==> src/rtl/fdi_pkg.sv <==
// shared types, constants and helpers for the feedback delay block
`timescale 1ns / 1ps
package fdi_pkg;

    localparam int BUFFER_DEPTH_DEF = 131072;

    localparam int AUDIO_W  = 24;
    localparam int MOD_W    = 16;
    localparam int BASE_W   = 33;
    localparam int DEPTH_W  = 24;
    localparam int COEFF_W  = 16;
    localparam int GAIN_W   = 17;
    localparam int CFG_W    = 33;
    localparam int CFG_IDX_W = 3;
    localparam int SMOOTH_W = 40;
    localparam int TARGET_W = 34;

    localparam logic [GAIN_W-1:0] ONE_Q16      = 17'd65536;
    localparam logic [15:0]       FB_SCALE_Q16 = 16'd62259;

    localparam logic [DEPTH_W-1:0] MOD_DEPTH_RST    = 24'd6291456;
    localparam logic [COEFF_W-1:0] SMOOTH_COEFF_RST = 16'd655;
    localparam logic [GAIN_W-1:0]  WET_RST          = 17'd32768;

    typedef enum logic [CFG_IDX_W-1:0] {
        REG_BASE_DELAY = 3'd0,
        REG_MOD_DEPTH  = 3'd1,
        REG_SMOOTH     = 3'd2,
        REG_FEEDBACK   = 3'd3,
        REG_WET        = 3'd4
    } fdi_reg_t;

    typedef enum logic [3:0] {
        ST_IDLE,
        ST_MODMUL,
        ST_TARGET,
        ST_SMMUL,
        ST_SMUPD,
        ST_ADDR,
        ST_RD0,
        ST_RD1,
        ST_INTERP,
        ST_READ,
        ST_STORE,
        ST_MIX,
        ST_OUT
    } fdi_state_t;

    typedef struct packed {
        logic load_in;
        logic mod_mul;
        logic target;
        logic sm_mul;
        logic sm_upd;
        logic addr;
        logic rd0;
        logic rd1;
        logic interp;
        logic rd_calc;
        logic store;
        logic mix;
        logic out_load;
    } fdi_cmd_t;

    function automatic logic signed [AUDIO_W-1:0] sat24(input logic signed [42:0] v);
        logic signed [42:0] hi;
        logic signed [42:0] lo;
        hi = 43'sd8388607;
        lo = -43'sd8388608;
        if (v > hi)
            sat24 = 24'sh7FFFFF;
        else if (v < lo)
            sat24 = 24'sh800000;
        else
            sat24 = v[AUDIO_W-1:0];
    endfunction

endpackage

==> src/rtl/fdi_ctrl.sv <==
// sequencer for one sample: issues datapath steps and owns the handshakes
`timescale 1ns / 1ps
module fdi_ctrl
(
    input  logic             clk,
    input  logic             rst_n,
    input  logic             in_valid,
    output logic             in_ready,
    output logic             out_valid,
    input  logic             out_ready,
    output fdi_pkg::fdi_cmd_t cmd
);
    import fdi_pkg::*;

    fdi_state_t state_reg, state_next;
    logic       out_valid_reg, out_valid_next;

    always_ff @(posedge clk or negedge rst_n)
    begin
        if (!rst_n)
        begin
            state_reg     <= ST_IDLE;
            out_valid_reg <= 1'b0;
        end
        else
        begin
            state_reg     <= state_next;
            out_valid_reg <= out_valid_next;
        end
    end

    always_comb
    begin
        state_next = state_reg;
        cmd        = '0;
        in_ready   = 1'b0;
        out_valid_next = out_valid_reg && !out_ready;
        case (state_reg)
            ST_IDLE:
            begin
                in_ready = 1'b1;
                if (in_valid)
                begin
                    cmd.load_in = 1'b1;
                    state_next  = ST_MODMUL;
                end
            end
            ST_MODMUL:
            begin
                cmd.mod_mul = 1'b1;
                state_next  = ST_TARGET;
            end
            ST_TARGET:
            begin
                cmd.target = 1'b1;
                state_next = ST_SMMUL;
            end
            ST_SMMUL:
            begin
                cmd.sm_mul = 1'b1;
                state_next = ST_SMUPD;
            end
            ST_SMUPD:
            begin
                cmd.sm_upd = 1'b1;
                state_next = ST_ADDR;
            end
            ST_ADDR:
            begin
                cmd.addr   = 1'b1;
                state_next = ST_RD0;
            end
            ST_RD0:
            begin
                cmd.rd0    = 1'b1;
                state_next = ST_RD1;
            end
            ST_RD1:
            begin
                cmd.rd1    = 1'b1;
                state_next = ST_INTERP;
            end
            ST_INTERP:
            begin
                cmd.interp = 1'b1;
                state_next = ST_READ;
            end
            ST_READ:
            begin
                cmd.rd_calc = 1'b1;
                state_next  = ST_STORE;
            end
            ST_STORE:
            begin
                cmd.store  = 1'b1;
                state_next = ST_MIX;
            end
            ST_MIX:
            begin
                cmd.mix    = 1'b1;
                state_next = ST_OUT;
            end
            ST_OUT:
            begin
                // hold the result until the output register is free
                if (!out_valid_reg || out_ready)
                begin
                    cmd.out_load   = 1'b1;
                    out_valid_next = 1'b1;
                    state_next     = ST_IDLE;
                end
            end
            default:
            begin
                state_next = ST_IDLE;
            end
        endcase
    end

    assign out_valid = out_valid_reg;

    a_no_overwrite: assert property (@(posedge clk) disable iff (!rst_n)
        cmd.out_load |-> (!out_valid_reg || out_ready))
        else $error("result loaded over an untaken beat");

    a_accept_starts: assert property (@(posedge clk) disable iff (!rst_n)
        (in_valid && in_ready) |=> (state_reg == ST_MODMUL))
        else $error("accepted beat did not start a sample");

    a_valid_rise: assert property (@(posedge clk) disable iff (!rst_n)
        $rose(out_valid_reg) |-> ($past(state_reg) == ST_OUT))
        else $error("output valid rose outside the output step");

    a_store_once: assert property (@(posedge clk) disable iff (!rst_n)
        cmd.store |=> !cmd.store)
        else $error("buffer written twice for one sample");

endmodule

==> config.mk <==
export PLATFORM = sky130hd
export DESIGN_NAME = fdi_ctrl
export DESIGN_NICKNAME = d
export VERILOG_FILES = /design/src/rtl/fdi_pkg.sv /design/src/rtl/fdi_ctrl.sv
export SDC_FILE = /design/constraint.sdc
export NUM_CORES = 1
export LEC_CHECK = 0
export BUFFER_PORTS_ARGS = -buffer_cell sky130_fd_sc_hd__buf_2
export CORE_MARGIN = 3
export CORE_UTILIZATION = 25
export DETAILED_ROUTE_END_ITERATION = 10
export REMOVE_ABC_BUFFERS = 1
export SYNTH_ARGS = -nofsm -noshare
export SYNTH_HDL_FRONTEND = slang
export SYNTH_SLANG_ARGS = --single-unit
==> constraint.sdc <==
create_clock -name clk -period 1.7 [get_ports clk]
set_input_delay 0 -clock clk [delete_from_list [all_inputs] [get_ports clk]]
set_output_delay 0 -clock clk [all_outputs]
set_load 0.02 [all_outputs]
=== After elaboration in Yosys (flattened, before gate mapping) ===
Cells that the tools add are included.

* Register bits: 5
* Input port bits: 4
* Output and inout bits: 15

* Eq/ne operators: 14
* Multiplexer cells: 21
* Reductions and logical operators: 6

{| class="wikitable"
|+ Operator list
! operator !! count
|-
| $pmux W4 S13 || 1
|-
| $eq A4 B4 Y1 const B || 5
|-
| $mux W1 || 18
|-
| $eq A4 B3 Y1 const B || 4
|-
| $eq A4 B2 Y1 const B || 2
|-
| $mux W4 || 2
|-
| $eq A4 B1 Y1 const B || 1
|-
| $logic_not A4 Y1 || 1
|-
| $ne A2 B2 Y1 const B || 2
|-
| $logic_not A1 Y1 || 2
|-
| $reduce_and A2 Y1 || 1
|-
| $logic_and A1 B1 Y1 || 1
|-
| $logic_or A1 B1 Y1 || 1
|}

=== Logic depth before layout (Yosys ltp) ===
Gate-level depths: netlist of the first run.

* Word-level depth: 4
* Depth in mapped cells: 4

=== Worst setup path before layout of the first run ===
OpenSTA, ideal clock, no wires.

* Path type: register -> output
* Start point: register out_valid_reg (netlist: out_valid)
* End point: output cmd[0] (netlist bit)
* Arrival time: 1306 ps
* Path slack: 394 ps
* Cell stages (with the launch flop): 3
* Cell sequence: dfrtp_1 -> nor2b_1 -> nor4_1

{| class="wikitable"
|+ RTL lines
! item !! RTL line !! RTL
|-
| start, declared || fdi_ctrl.sv:16 || <nowiki>logic out_valid_reg, out_valid_next;</nowiki>
|-
| start signal, assigned || fdi_ctrl.sv:28 || <nowiki>out_valid_reg <= out_valid_next;</nowiki>
|-
| end, declared || fdi_ctrl.sv:11 || <nowiki>output fdi_pkg::fdi_cmd_t cmd</nowiki>
|}

==> out/qor.yml, run 1 <==
status: "finished clean"
p_sw_share_pct: 52.5
cpMaxStageDelayCell: "dfrtp_1"
final_antenna_net_count: 0
rows: 12
vias_per_cell: 4.80
synth_warnings: 0
coreArea_um2: 1200
crit_path_start_kind: "flip-flop"
wl_per_cell_um: 11.2
clk_latency_ps: 240
grt_max_degree: 13
htree_levels: 1
grt_pass1_vias: 338
r2r_slack_ps: 600
hold_viol: 0
clk_pin_slew_worst_paths_ps: 40
clock_sinks: 5
pre_cts_ws_ps: 570
synth.avg_cell_area_um2: 8.16
die_area_um2: 1850
cts_tree: "built"
io_pins: 19
crit_arrival_ps: 1390
ys_top_cells_by_area: "dfrtp_1 36%, nor3_1 8.8%, nor2_1 7.7%"
finalSetupViolations: 0
largest_reg_flops: 4
grt_pass1_wl_mm: 1.50
syn_inst: 42
cp_cell_sequence: "nor4_4, and2_1, buf_2"
yosys.cell_count.top_type: "nor2_1"
cpLargestDelayFamily: "flip-flops"
hpwl_um: 621
drive_above_1_share_pct: 37.7
r2r_cells: 2
finalNetCount: 66
diodes: 0
area_growth_pct: 34.7
critPathRequiredTime_ps: 1700
antenna_found_initial: 0
vdd_ir_drop_max_v: 0.000933
ys_types: 19
root_buffer: "clkbuf_4"
drtPass1Iterations: 4
cp_max_fo: 11
chipWidth_um: 43.0
slew_headroom_pct: 73.0
ys_ff_latch: 5
ys.flop_type: "dfrtp_1"
drt-initial-drc-count: 5
period_needed_ps: 1390
p_switching_mw: 0.468
power_density_nw_per_um2: 1930
synth_area_leader_cell: "dfrtp_1"
setup.worst_path.end: "cmd[12]"
tightest_slew_ps: 405
crit_cells: 3
r2r_start: "state_reg[1]"
synth_edf_count: 0
hold-worst-slack_ps: 106
fmax_mhz: 720
drt_wl_total_um: 839
ys_seq_area_share_pct: 36.5
setup_ws_ps: 311
clock_path_buffers: 2
critical_path.endpoint_type: "output port"
die_h_um: 43.0
pwr-share-seq_pct: 35.9
intPower_mw: 0.424
p_leak_nw: 0.246
hold_buffers: 1
initial_core_util_pct: 28.5
crit_path_start: "state_reg[1]"
grt-ovfl-total: 0
path_buf_inv: 1
max_stage_delay_ps: 520
synth_async_sr_flop_share_pct: 100
power.share.combinational_pct: 49.1
finalMaxSlewViolations: 0
place_congestion: 0.710
hold_class: "primary input to asynchronous set/reset pin"
post_cts_buffers: 0
clock_skew_ps: 5.32
synthesis.area_um2: 343
grtUsageTotal_pct: 10.7
cts_resized: 0
r2r-end: "state_reg[1]"
critical_path_class: "flip-flop to output port"
cap_viol_max_count: 0
final.setup.tns_ps: 0
rsz0062_at_grt: "no"
cts-buffers-inserted: 3
portBuffers: 18
synth_top_area_share_pct: 36.5
synthTopCellsByCount: "7 x nor2_1, 6 x nor3_1, 5 x dfrtp_1"
fin_crit_sh_pct: 81.7
vias: 360
drcViolationCount: 0
power.clock.fraction_pct: 15.0
==> final cells by class <==
| cell class | count | area [um2] |
|---|---|---|
| clock buffers | 4 | 26.3 |
| inverters | 1 | 3.75 |
| fillers | 131 | 739 |
| multi-input cells | 32 | 189 |
| flip-flops and latches | 5 | 125 |
| well taps | 14 | 17.5 |
| repair buffers | 19 | 100 |
==> cells by family (layout without fill, tap and decap cells) <==
kind of cell | Yosys count | after routing | share of synthesized area [%]
buffers and inverters | 5 | 24 | 8.39
flip-flops | 5 | 5 | 36.5
AO/OA/AOI/OAI | 7 | 7 | 15.0
AND/OR/NAND/NOR | 25 | 25 | 40.1
==> power by group through the flow <==
stage | registers [mW] | clock network (mW) | logic, mW
after CTS | 0.315 | 0.139 | 0.443
after floorplan | 0.292 | 0 | 0.312
after global placement | 0.316 | 0 | 0.442
final | 0.320 | 0.134 | 0.438
after detailed placement | 0.316 | 0 | 0.437
after global routing | 0.338 | 0.148 | 0.486
==> per-stage QoR <==
step / util, % / std cells / area, um2 / power [mW]
3_5_place_dp: 35.4 / 70 / 425 / 0.754
6_report: 38.4 / 75 / 462 / 0.892
4_1_cts: 38.4 / 75 / 462 / 0.897
3_3_place_gp: 35.4 / 70 / 425 / 0.758
5_1_grt: 38.4 / 75 / 462 / 0.971
2_1_floorplan: - / 38 / 318 / 0.605
==> worst min path at each step <==
stage / start / to / slack (ps) / cells past startpoint
2_1_floorplan: rst_n / out_valid / -300 / 0
3_3_place_gp: rst_n / state_reg[0] / -180 / 1
3_5_place_dp: rst_n / state_reg[0] / -180 / 1
4_1_cts: rst_n / state_reg[1] / 100 / 2
5_1_grt: rst_n / state_reg[1] / 130 / 2
6_report: rst_n / state_reg[1] / 110 / 2
==> cell usage in the layout (no fill, tap or decap), types with 2 or more instances in the layout <==
cell      netlist  layout
nand2_1         3       3
dfrtp_1         5       5
a21oi_1         2       2
nor4_1          2       2
nand2b_1        3       3
buf_2           2      18
nor2_1          7       7
clkbuf_4        0       3
nor3_1          6       6
==> routing by layer <==
layer	GRT usage [%]	vias to the layer above	wire, um
met1	13.6	159	422
met5	0	-	0
met4	3.61	0	0
met2	15.0	15	344
li1	-	186	-
met3	5.93	0	72
Power figures use the tool's default switching activity.
==> run 2, diff against run 1 <==
clock period = 1.4 ns   (was 1.7 ns; I/O delays follow)
==> run 2 against run 1 <==
Design area grew 8.7%. Sequential cell count is the same. Worst setup slack lost 220 ps. Critical path depth grew 1. Clock power grew 22%. Via count grew 10%. Global-route usage grew 0.88 points. Sequential share of layout area shrank 1.2 points. First-iteration DRC count shrank 60%. Routed wire length grew 11%. Largest cell class unchanged. Largest power group unchanged. Highest routed layer unchanged.
==> out/qor.yml, run 2 (synthesis results as in run 1) <==
top_layer_used: "met3"
path_buf_inv: 2  # +1
final_antenna_net_count: 0  # unchanged
io_pins: 19  # unchanged
diodes: 0  # unchanged
power_density_nw_per_um2: 2380  # +23%
drt-initial-drc-count: 2  # -3
die_h_um: 43.0  # unchanged
rsz0062_at_grt: "yes"
coreArea_um2: 1200  # unchanged
cpLargestDelayFamily: "flip-flops"
cap_viol_max_count: 0  # unchanged
clock_path_buffers: 2  # unchanged
grt_pass1_wl_mm: 1.67  # +11%
slew_headroom_pct: 79.9  # +7.0 points
critical_path.endpoint_type: "output port"
critical_path_class: "flip-flop to output port"
finalSetupViolations: 0  # unchanged
max_stage_delay_ps: 420  # -100 ps
finalMaxSlewViolations: 0  # unchanged
area_growth_pct: 46.4
cpMaxStageDelayCell: "dfrtp_2"
wl_met2_um: 438  # +27%
crit_arrival_ps: 1310  # -80 ps
mostFrequentLayoutCell: "buf_2"
drt_wl_total_um: 933  # +11%
crit_path_start_kind: "flip-flop"
die_area_um2: 1850  # unchanged
root_buffer: "clkbuf_4"
finalNetCount: 70  # +6.1%
grt_pass1_vias: 383  # +13%
largest_reg_flops: 4  # unchanged
critPathRequiredTime_ps: 1400  # -300 ps
tightest_slew_ps: 300  # -105 ps
final.setup.tns_ps: 0  # unchanged
hold_viol: 0  # unchanged
cts_tree: "built"
cts-buffers-inserted: 3  # unchanged
p_leak_nw: 0.262  # +6.5%
grt_max_degree: 13  # unchanged
grt-ovfl-total: 0  # unchanged
dp_cells: 71  # +1.4%
met3WireLength_um: 78  # +8.3%
portBuffers: 18  # unchanged
crit_top_cell: "buf_2"
grtUsageTotal_pct: 11.6  # +0.88 points
initial_core_util_pct: 28.5  # unchanged
cp_cell_sequence: "buf_2, nand2_1, nor3_1, buf_2"
finalNonFillerCells: 79  # +5.3%
cp_max_fo: 6  # -5
rows: 12  # unchanged
clk_pin_slew_worst_paths_ps: 40  # about the same
drcViolationCount: 0  # unchanged
vdd_ir_drop_max_v: 0.000913  # -2.2%
clock_sinks: 5  # unchanged
wl_per_cell_um: 11.8  # +5.6%
fmax_mhz: 761
period_needed_ps: 1310
hold-worst-slack_ps: 109  # +2.98 ps
chipWidth_um: 43.0  # unchanged
n_fill_cell: 130  # -0.76%
hold_class: "primary input to asynchronous set/reset pin"
fin_crit_sh_pct: 93.8
clk_latency_ps: 240  # about the same
drtPass1Iterations: 2  # -2
layout_common_cells: "19 x buf_2, 7 x nor2_1, 5 x nor3_1"
drive_above_1_share_pct: 50.8  # +13 points
clock_skew_ps: 0.712  # -4.61 ps
vias_per_cell: 5.03  # +4.7%
pre_cts_ws_ps: 268  # -302 ps
antenna_found_initial: 0  # unchanged
hpwl_um: 658  # +6.0%
setup_ws_ps: 86.3  # -224 ps
status: "finished clean"
met1_length_um: 415  # -1.7%
vias: 397  # +10%
htree_levels: 1  # unchanged
place_congestion: 0.697  # -1.8%
[run 2: worst paths after layout]
check | slack, ps | startpoint | cells past startpoint | endpoint
hold / removal | 110 | rst_n | 2 | out_valid
setup / recovery | 90 | state_reg[1] | 4 | cmd[10]
setup reg to reg | 280 | state_reg[1] | 3 | state_reg[0]
min in group clk | 140 | out_ready | 4 | state_reg[3]
max in group asynchronous | 1150 | rst_n | 2 | state_reg[2]
hold reg to reg | 580 | state_reg[2] | 1 | state_reg[0]
[run 2: metrics by stage]
step	area [um2]	power, mW	util (%)
after floorplan	318	0.734	-
after global placement	433	0.940	36.0
after detailed placement	433	0.950	36.0
after CTS	470	1.13	39.2
after global routing	502	1.30	41.8
final	502	1.19	41.8
[run 2: final cells by class]
class | count | area [um2] | area share [%]
clock buffer | 4 | 26.3 | 5.24
inverter | 1 | 3.75 | 0.748
multi-input combinational | 32 | 196 | 39.2
sequential | 5 | 130 | 25.9
tap | 14 | 17.5 | 3.49
timing repair buffer | 23 | 128 | 25.4
[run 2: repair_timing]
action | 4_1_cts | 5_1_grt
pin swaps | 0 | 0
hold buffers | 1 | 0
resized for setup | 1 | 6
endpoints found under the hold margin | 5 | 0
setup endpoints to repair | 1 | 13
gates cloned | 0 | 0
setup buffers | 0 | 3
[run 2: routing by layer]
metal / global-route usage, % / up-vias
met5: 0 / -
met4: 1.81 / 0
met3: 5.93 / 0
met2: 18.3 / 15
met1: 14.2 / 185
li1: - / 197
[run 2: power by group]
group	total [mW]	switching (mW)	internal (mW)
sequential	0.362	0.146	0.216
clock	0.163	0.0558	0.108
combinational	0.668	0.395	0.272
total	1.19	0.597	0.596
